[config.mk]
export PLATFORM = sky130hd
export DESIGN_NAME = sst_ctrl
export DESIGN_NICKNAME = d
export VERILOG_FILES = /design/src/sv/sst_pkg.sv /design/src/sv/sst_ctrl.sv
export VERILOG_INCLUDE_DIRS = /design/src /design/src/sv
export SDC_FILE = /design/constraint.sdc
export NUM_CORES = 1
export LEC_CHECK = 0
export BUFFER_PORTS_ARGS = -buffer_cell sky130_fd_sc_hd__buf_4
export CORE_UTILIZATION = 35
export CTS_CLUSTER_SIZE = 20
export DETAILED_ROUTE_END_ITERATION = 8
export GPL_TIMING_DRIVEN = 0
export PLACE_DENSITY = 0.66
export SYNTH_ARGS = -nofsm -noshare
export SYNTH_HDL_FRONTEND = slang
export SYNTH_SLANG_ARGS = --single-unit
[constraint.sdc]
create_clock -name clk -period 1.9 [get_ports clk]
set_clock_uncertainty 0.15 [all_clocks]
set_input_delay 0.19 -clock clk [delete_from_list [all_inputs] [get_ports clk]]
set_output_delay 0.19 -clock clk [all_outputs]
set_load 0.03 [all_outputs]
[src/sv/scoped_symbol_table_top_defines.svh]
// Assertion macros shared by the scoped symbol table modules.
// Depends on nothing; expects clk and rst_n in the including scope.
`ifndef SCOPED_SYMBOL_TABLE_TOP_DEFINES_SVH
`define SCOPED_SYMBOL_TABLE_TOP_DEFINES_SVH

// Same-cycle implication, checked outside reset.
`define SST_ASSERT_IMP(lbl, ante, cons) \
  lbl: assert property (@(posedge clk) disable iff (!rst_n) (ante) |-> (cons)) \
    else $error("scoped symbol table: same-cycle check failed");

// Next-cycle implication, checked outside reset.
`define SST_ASSERT_NXT(lbl, ante, cons) \
  lbl: assert property (@(posedge clk) disable iff (!rst_n) (ante) |=> (cons)) \
    else $error("scoped symbol table: next-cycle check failed");

`endif

[src/sv/sst_pkg.sv]
// Shared types and constants for the scoped symbol table.
// No dependencies.
package sst_pkg;

  localparam int TABLE_SLOTS = 64;
  localparam int SLOT_W      = (TABLE_SLOTS > 1) ? $clog2(TABLE_SLOTS) : 1;
  localparam int META_W      = 16;
  localparam int VALUE_W     = 64;

  typedef logic [1:0] action_t;
  typedef logic [1:0] status_t;

  localparam action_t ACT_INSERT = 2'd0;
  localparam action_t ACT_LOOKUP = 2'd1;
  localparam action_t ACT_UPDATE = 2'd2;
  localparam action_t ACT_DELETE = 2'd3;

  localparam status_t ST_OK        = 2'd0;
  localparam status_t ST_NOT_FOUND = 2'd1;
  localparam status_t ST_DUPLICATE = 2'd2;
  localparam status_t ST_FULL      = 2'd3;

  typedef struct packed {
    action_t             action;
    logic [7:0]          sym_id;
    logic [7:0]          nest_level;
    logic [VALUE_W-1:0]  value_in;
  } sst_in_t;

  typedef struct packed {
    status_t             status;
    logic [VALUE_W-1:0]  value_out;
  } sst_out_t;

  // Controller to datapath commands.
  typedef struct packed {
    logic              load;     // capture item, clear scan results
    logic              rd;       // read slot metadata at rd_addr
    logic [SLOT_W-1:0] rd_addr;
    logic              act;      // write back or fetch value
    logic              resp;     // load the result register
  } sst_cmd_t;

  // Datapath to controller status.
  typedef struct packed {
    logic out_free;
  } sst_sts_t;

endpackage

[src/sv/sst_ctrl.sv]
// Sequencer for the scoped symbol table: accept, slot scan, drain, write-back, result.
// Depends on sst_pkg and the assertion macro header.
`include "scoped_symbol_table_top_defines.svh"

module sst_ctrl (
  input  logic             clk,
  input  logic             rst_n,
  input  logic             in_valid,
  output logic             in_ready,
  output sst_pkg::sst_cmd_t cmd,
  input  sst_pkg::sst_sts_t sts
);

  localparam logic [2:0] S_IDLE  = 3'd0;
  localparam logic [2:0] S_SCAN  = 3'd1;
  localparam logic [2:0] S_DRAIN = 3'd2;
  localparam logic [2:0] S_ACT   = 3'd3;
  localparam logic [2:0] S_RESP  = 3'd4;

  localparam logic [sst_pkg::SLOT_W-1:0] LAST_SLOT =
    sst_pkg::SLOT_W'(sst_pkg::TABLE_SLOTS - 1);

  logic [2:0]                  state_r, state_nxt;
  logic [sst_pkg::SLOT_W-1:0]  cnt_r, cnt_nxt;

  assign in_ready = (state_r == S_IDLE);

  always_comb begin
    state_nxt   = state_r;
    cnt_nxt     = cnt_r;
    cmd         = '0;
    cmd.rd_addr = cnt_r;
    unique case (state_r)
      S_IDLE: begin
        if (in_valid) begin
          cmd.load  = 1'b1;
          cnt_nxt   = '0;
          state_nxt = S_SCAN;
        end
      end
      S_SCAN: begin
        cmd.rd  = 1'b1;
        cnt_nxt = cnt_r + 1'b1;
        if (cnt_r == LAST_SLOT) begin
          state_nxt = S_DRAIN;
        end
      end
      S_DRAIN: begin
        // last slot compares this cycle
        state_nxt = S_ACT;
      end
      S_ACT: begin
        cmd.act   = 1'b1;
        state_nxt = S_RESP;
      end
      S_RESP: begin
        if (sts.out_free) begin
          cmd.resp  = 1'b1;
          state_nxt = S_IDLE;
        end
      end
      default: begin
        state_nxt = S_IDLE;
      end
    endcase
  end

  always_ff @(posedge clk) begin
    if (!rst_n) begin
      state_r <= S_IDLE;
      cnt_r   <= '0;
    end else begin
      state_r <= state_nxt;
      cnt_r   <= cnt_nxt;
    end
  end

  `SST_ASSERT_NXT(a_scan_ends_in_drain, (state_r == S_SCAN) && (cnt_r == LAST_SLOT), state_r == S_DRAIN)
  `SST_ASSERT_NXT(a_resp_returns_idle, cmd.resp, state_r == S_IDLE)
  `SST_ASSERT_IMP(a_scan_starts_at_zero, $rose(state_r == S_SCAN), cnt_r == '0)

endmodule

* Word-level counts from Yosys, hierarchy flattened
Cells that the tools add are included.
Cells by class: add/sub/neg operators 1, equality and inequality tests 8, muxes and demuxes 12, reductions and logical operators 4
Operators by type and width (number):
- one-hot mux 3 bit (5 select lines) | 1
- one-hot mux 6 bit (2 select lines) | 1
- 2-to-1 mux 3 bit | 3
- adder 6 x 1 -> 6 bit (second input constant) | 1
- == test 3 x 2 -> 1 bit (second input constant) | 2
- == test 6 bit (second input constant) | 1
- 2-to-1 mux 1 bit | 6
- 2-to-1 mux 6 bit | 1
- inequality test 2 bit (second input constant) | 3
- == test 3 x 1 -> 1 bit (second input constant) | 1
- == test 3 bit (second input constant) | 1
- logical NOT 3 bit | 1
- AND reduction 3 bit | 1
- AND reduction 2 bit | 1
- nonzero test 2 bit | 1
Word-level totals: bits in registers 9, input bits 4, output and inout port bits 11, word-level logic and storage cells 27

* Depth between registers and ports, before layout
Gate-level depths: netlist of run 1.
word-level depth 3, depth in mapped cells 4, mapped depth without buffers 4

* Least setup slack after synthesis of run 1
No wires, ideal clock.
path kind register to register, from register cnt_r[0] (netlist name), to register state_r[1], setup time 0.122 ns, data arrival time 1.341 ns, required time 1.628 ns, slack 0.288 ns, cell stages (with the launch flop) 5, path buffers 0, period minus slack after synthesis 1.612 ns, path through dfxtp_1 > ha_1 > and3_1 > and4_1 > o311a_1
Between the ends: cells in the longest elaborated chain, start to end 3
RTL lines:
- from (decl) | line sst_ctrl.sv:24 | logic [sst_pkg::SLOT_W-1:0] cnt_r, cnt_nxt;
- from (signal assigned) | line sst_ctrl.sv:74 | cnt_r <= cnt_nxt;
- == test 6 bit | line sst_ctrl.sv:44 | if (cnt_r == LAST_SLOT) begin
- inequality test 2 bit (no line)
- AND reduction 3 bit (no line)
- to (signal assigned) | line sst_ctrl.sv:73 | state_r <= state_nxt;
- to (decl) | line sst_ctrl.sv:23 | logic [2:0] state_r, state_nxt;
Every way passes these cells. A chain may end at the register's enable or synchronous reset.

==> results of run 1 <==
state kept, by name (all words and copies together) (netlist names):
signal   flops
cnt_r        6
state_r      3
logic make-up after synthesis:
| kind of cell | count (synthesis) | share of synthesized area, % |
|---|---|---|
| compound gates | 12 | 16.5 |
| fa+ha+maj | 1 | 2.42 |
| buf+inv | 5 | 6.05 |
| flops | 9 | 34.9 |
| mux | 1 | 1.94 |
| simple gates | 33 | 38.3 |
layout make-up:
type	instances	area share, %
buffer	3	3.56
clock buffer	4	3.94
inverter	2	1.13
multi-input combinational	47	45.8
sequential	9	27.0
tap	15	2.81
timing repair buffer	14	15.8
worst max-delay path by stage:
stage                       startpoint                 endpoint  slack (ns)
2_1_floorplan    cnt_r[0]$_SDFFE_PN0P_  state_r[1]$_SDFFE_PN0P_        0.29
3_3_place_gp     cnt_r[0]$_SDFFE_PN0P_  state_r[1]$_SDFFE_PN0P_        0.36
3_5_place_dp     cnt_r[0]$_SDFFE_PN0P_  state_r[1]$_SDFFE_PN0P_        0.38
4_1_cts        state_r[0]$_SDFFE_PN0P_                   cmd[1]        0.23
5_1_grt        state_r[0]$_SDFFE_PN0P_                   cmd[1]        0.13
6_report       state_r[0]$_SDFFE_PN0P_                   cmd[1]        0.23
stage by stage:
stage	setup slack, ns	area (um^2)
finish	0.227	667
global route	0.127	667
CTS	0.231	667
detailed placement	0.377	641
global placement	0.362	641
floorplan	0.288	517
where the power goes:
| part | leakage, nW | internal [W] | switching, W |
|---|---|---|---|
| Combinational | 0.216 | 0.0000471 | 0.0000714 |
| Clock | 0.0150 | 0.0000808 | 0.0000646 |
| Sequential | 0.0733 | 0.000197 | 0.0000120 |
layout by cell type, fill, tap and decap left out, drive strengths merged:
master and n:
a211oi 1, a21oi 3, a311oi 1, a31oi 1, and3 3, and4 2
buf 17, clkbuf 4, dfxtp 9, ha 1, inv 2, mux2i 1
nand2 6, nand2b 3, nand3 3, nand4 1, nor2 4, nor2b 1
nor3 4, nor3b 1, nor4 1, nor4b 2, o21a 1, o22ai 1
o311a 1, o311ai 1, o31ai 2, or3 1, or3b 1
routing by layer:
metal	track usage, %	up-vias	routed length (um)
met3	8.33	2	59
met2	22.6	10	497
li1	-	266	-
met5	0	-	0
met1	26.4	252	605
met4	2.50	0	8
worst max-delay path, stage by stage, from the launching register on:
cell and delay, ns:
dfxtp_1 0.40, buf_2 0.24, nand2_1 0.09, nor2_1 0.15, buf_4 0.19
==> results_dict.tcl, run 1 <==
set metrics [dict create \
    multi_input_area_um2 305 \
    fillerInstances 131 \
    drc 0 \
    r2r-start "cnt_r[0]$_SDFFE_PN0P_" \
    synth_edf_count 0 \
    gp_congestion 0.819 \
    critPathCaptureType "output port" \
    hold_path_end "state_r[2]$_SDFFE_PN0P_" \
    fin_crit_sh_pct 88.0 \
    fmax_mhz 598 \
    die-area_um2 1630 \
    num_vias 530 \
    fin_util_pct 50.0 \
    drive_gt1_share_pct 26.6 \
    slew_violations 0 \
    cp.arrival_ns 1.33 \
    hold_viol 0 \
    relSlewSlack_pct 74.5 \
    cts_tree "done" \
    cts.sinks 9 \
    htreeDepth 1 \
    yosysMostFrequentCell "dfxtp_1" \
    synth_common_cells "dfxtp_1 (9), nand2_1 (6), nor2_1 (4), nor3_1 (4)" \
    ys_ff_latch 9 \
    hp-start "rst_n" \
    yosys.area.top_type "dfxtp_1" \
    yosysWarningCount 0 \
    numCtsBuffers 3 \
    finalPower_w 0.000473 \
    maxCapViolCount 0 \
    cts-resized-gates 0 \
    first_pass_iters 4 \
    async_flop_share_pct 0 \
    synth.distinct_cells 30 \
    die_w_um 40.4 \
    r2r_slack_ns 0.36 \
    worstSetupPathType "reg -> out" \
    area_growth_pct 29.1 \
    grt_start_max_net_pins 11 \
    die_y_um 40.4 \
    fin_crit_ns 1.67 \
    ir_worst_vdd_mv 0.336 \
    hp-class "in -> reg" \
    gr-total-overflow 0 \
    final_cells 94 \
    worst_slew_pin_slew_ns 0.376 \
    antenna_found_initial 0 \
    min_path_cells 2 \
    totalWireLength_um 1170 \
    path_clk_slew_ns 0.06 \
    seq_area_um2 180 \
    critPathRequiredTime_ns 1.56 \
    core_area_um2 1330 \
    syn-cell-area_um2 517 \
    postCtsSetupBuffers 0 \
    initial_utilization_pct 38.7 \
    yosys-top-cells-area "dfxtp_1 (35%), nand2_1 (4.4%), nor3_1 (3.9%)" \
    reg2reg_depth 4 \
    postSynthAreaPerCell_um2 8.47 \
    nets 85 \
    dominantRegCellSynth "dfxtp_1" \
    root_buffer "clkbuf_4" \
    n_antenna_cell 0 \
    drt_iter0_markers 11 \
    dp.cells 90 \
    crit_path_start_kind "flop" \
    finalSetupViolCount 0 \
    synthDominantCellAreaShare_pct 34.9 \
    status "finished, final reports clean" \
    crit_fanout 10 \
    pin_count 15 \
    grt_pass1_vias 420 \
    grt_pass1_wl_um 1870 \
    powerDensity_nw_per_um2 710 \
    postCtsHoldBufs 0 \
    tns_ns 0 \
    yosysSeqAreaShare_pct 34.9 \
    viasPerCell 5.64 \
    r2r_end "state_r[1]$_SDFFE_PN0P_" \
    port_buffers 14 \
    hpwl_um 846 \
    synth_cells 61 \
    syn-num-nets 66 \
    drtAntennaViolNets 0 \
    num_rows 13 \
    rsz0062_at_grt "false" \
    clock_path_buffers 2 \
    power.leakage_nw 0.304 \
    hold_slack_ns 0.0550 \
    grt_usage_pct 17.6 \
    clock_latency_ns 0.26 \
    avgRoutedWirePerCell_um 12.4 \
]
Power figures use the tool's default switching activity.
==> run 2, diff against run 1 <==
Settings changed: CAP_MARGIN set to 20, PLACE_DENSITY 0.66 to 0.68.
Clock period 1.9 ns to 1.5 ns, I/O delays scaled along.
==> run 2 against run 1 <==
Utilization up 8.0 points. Die area unchanged. Global-route usage down 0.68 points. Non-clock buffer count up 5. Combinational power up 61%. First-iteration DRC count down 36%. Clock-buffer cell count unchanged. Sequential share of layout area down 1.9 points. Critical path type is now reg -> reg.
==> results_dict.tcl, run 2 (synthesis results as in run 1) <==
set metrics [dict create \
    drive_gt1_share_pct 44.0 \
    cts_tree "done" \
    cp.arrival_ns 1.47 \
    worst_slew_pin_slew_ns 0.385 \
    die_y_um 40.4 \
    n_antenna_cell 0 \
    hpwl_um 862 \
    slew_violations 0 \
    crit_fanout 6 \
    grt_start_max_net_pins 11 \
    final_cells 99 \
    antenna_found_initial 0 \
    critPathCaptureType "flop" \
    num_vias 559 \
    status "finished, final reports clean" \
    root_buffer "clkbuf_4" \
    gp_congestion 0.792 \
    die-area_um2 1630 \
    ir_worst_vdd_mv 0.647 \
    regMostFlops "cnt_r" \
    cts.sinks 9 \
    final_common_cell "buf_4" \
    port_buffers 14 \
    core_area_um2 1330 \
    worstSetupPathType "reg -> reg" \
    drtAntennaViolNets 0 \
    crit_path_start_kind "flop" \
    grt_pass1_vias 418 \
    finalPower_w 0.000649 \
    grt_pass1_wl_um 1740 \
    fmax_mhz 680 \
    area_growth_pct 49.6 \
    final_cell_mix "buf_4 (19), nand2_1 (6), dfxtp_1 (4)" \
    cp_slowest_cell "dfxtp_4" \
    clock_path_buffers 2 \
    grt_usage_pct 17.0 \
    powerDensity_nw_per_um2 839 \
    path_buf_inv 0 \
    clock_latency_ns 0.26 \
    critPathRequiredTime_ns 1.50 \
    rsz0062_at_grt "true" \
    maxCapViolCount 0 \
    top_regs "cnt_r (6), state_r (3)" \
    hold_viol 0 \
    num_rows 13 \
    drt_iter0_markers 7 \
    die_w_um 40.4 \
    totalWireLength_um 1310 \
    htreeDepth 1 \
    fin_crit_ns 1.47 \
    first_pass_iters 4 \
    viasPerCell 5.65 \
    dp.cells 90 \
    crit_family "simple AND/OR/NAND/NOR gates" \
    initial_utilization_pct 38.7 \
    finalSetupViolCount 0 \
    pin_count 15 \
    largest_register_ffs 6 \
    avgRoutedWirePerCell_um 13.2 \
    path_clk_slew_ns 0.06 \
    gr-total-overflow 0 \
    fin_crit_sh_pct 98.1 \
    numCtsBuffers 3 \
    nets 90 \
    drc 0 \
    hp-class "in -> reg" \
    relSlewSlack_pct 74.0 \
    power.leakage_nw 0.334 \
    max_stage_delay_ns 0.37 \
    crit_path_cell_trace "ha_4 -> and3_4 -> and4_1 -> o311a_1" \
]
==> run 2: layout make-up <==
class	count	area (um^2)
buffer	3	37.5
fill	128	561
tap	15	18.8
sequential	9	194
timing repair buffer	19	146
clock buffer	4	26.3
multi-input combinational	47	343
inverter	2	7.51
==> run 2: worst reg2reg max path, cell delays in order (launching register included) <==
cell     delay (ns)
dfxtp_4        0.37
ha_4           0.16
and3_4         0.18
and4_1         0.21
o311a_1        0.28
==> run 2: final timing paths <==
path | from | to | slack [ns] | depth (start not counted)
max | cnt_r[0]$_SDFFE_PN0P_ | state_r[1]$_SDFFE_PN0P_ | 0.03 | 4
min reg2reg | cnt_r[0]$_SDFFE_PN0P_ | cnt_r[0]$_SDFFE_PN0P_ | 0.34 | 1
min | rst_n | state_r[2]$_SDFFE_PN0P_ | 0.005 | 2
max reg2reg | cnt_r[0]$_SDFFE_PN0P_ | state_r[1]$_SDFFE_PN0P_ | 0.03 | 4
==> run 2: through the flow <==
step                      setup TNS [ns]  util (%)  hold slack (ns)  area [um^2]  worst slack (ns)
after floorplan                  -0.0347         -            0.118          526           -0.0233
after global placement           -0.0278      48.7            0.269          649           -0.0278
after detailed placement         -0.0381      48.7            0.272          649           -0.0381
after CTS                              0      51.6         0.000766          688          0.000805
after global routing             -0.0224      58.0          0.00537          773           -0.0224
final                                  0      58.0          0.00494          773            0.0285
==> run 2: what timing repair did <==
item,CTS,global route
setup endpoints to repair,3,6
hold buffers,0,0
gates resized for setup,4,11
pin swaps,0,2
buffers inserted,0,5
==> run 2: layer usage <==
metal	up-vias	GRT usage [%]	routed length (um)
met5	-	0	0
met4	0	5.00	6
met3	2	10.0	86
met2	18	25.8	623
met1	260	19.8	592
li1	279	-	-
==> run 2: where the power goes <==
group / switching [W] / total, W / internal, W
combinational: 0.000101 / 0.000190 / 0.0000885
sequential: 0.0000196 / 0.000271 / 0.000252
clock: 0.0000855 / 0.000188 / 0.000103
total: 0.000206 / 0.000649 / 0.000443
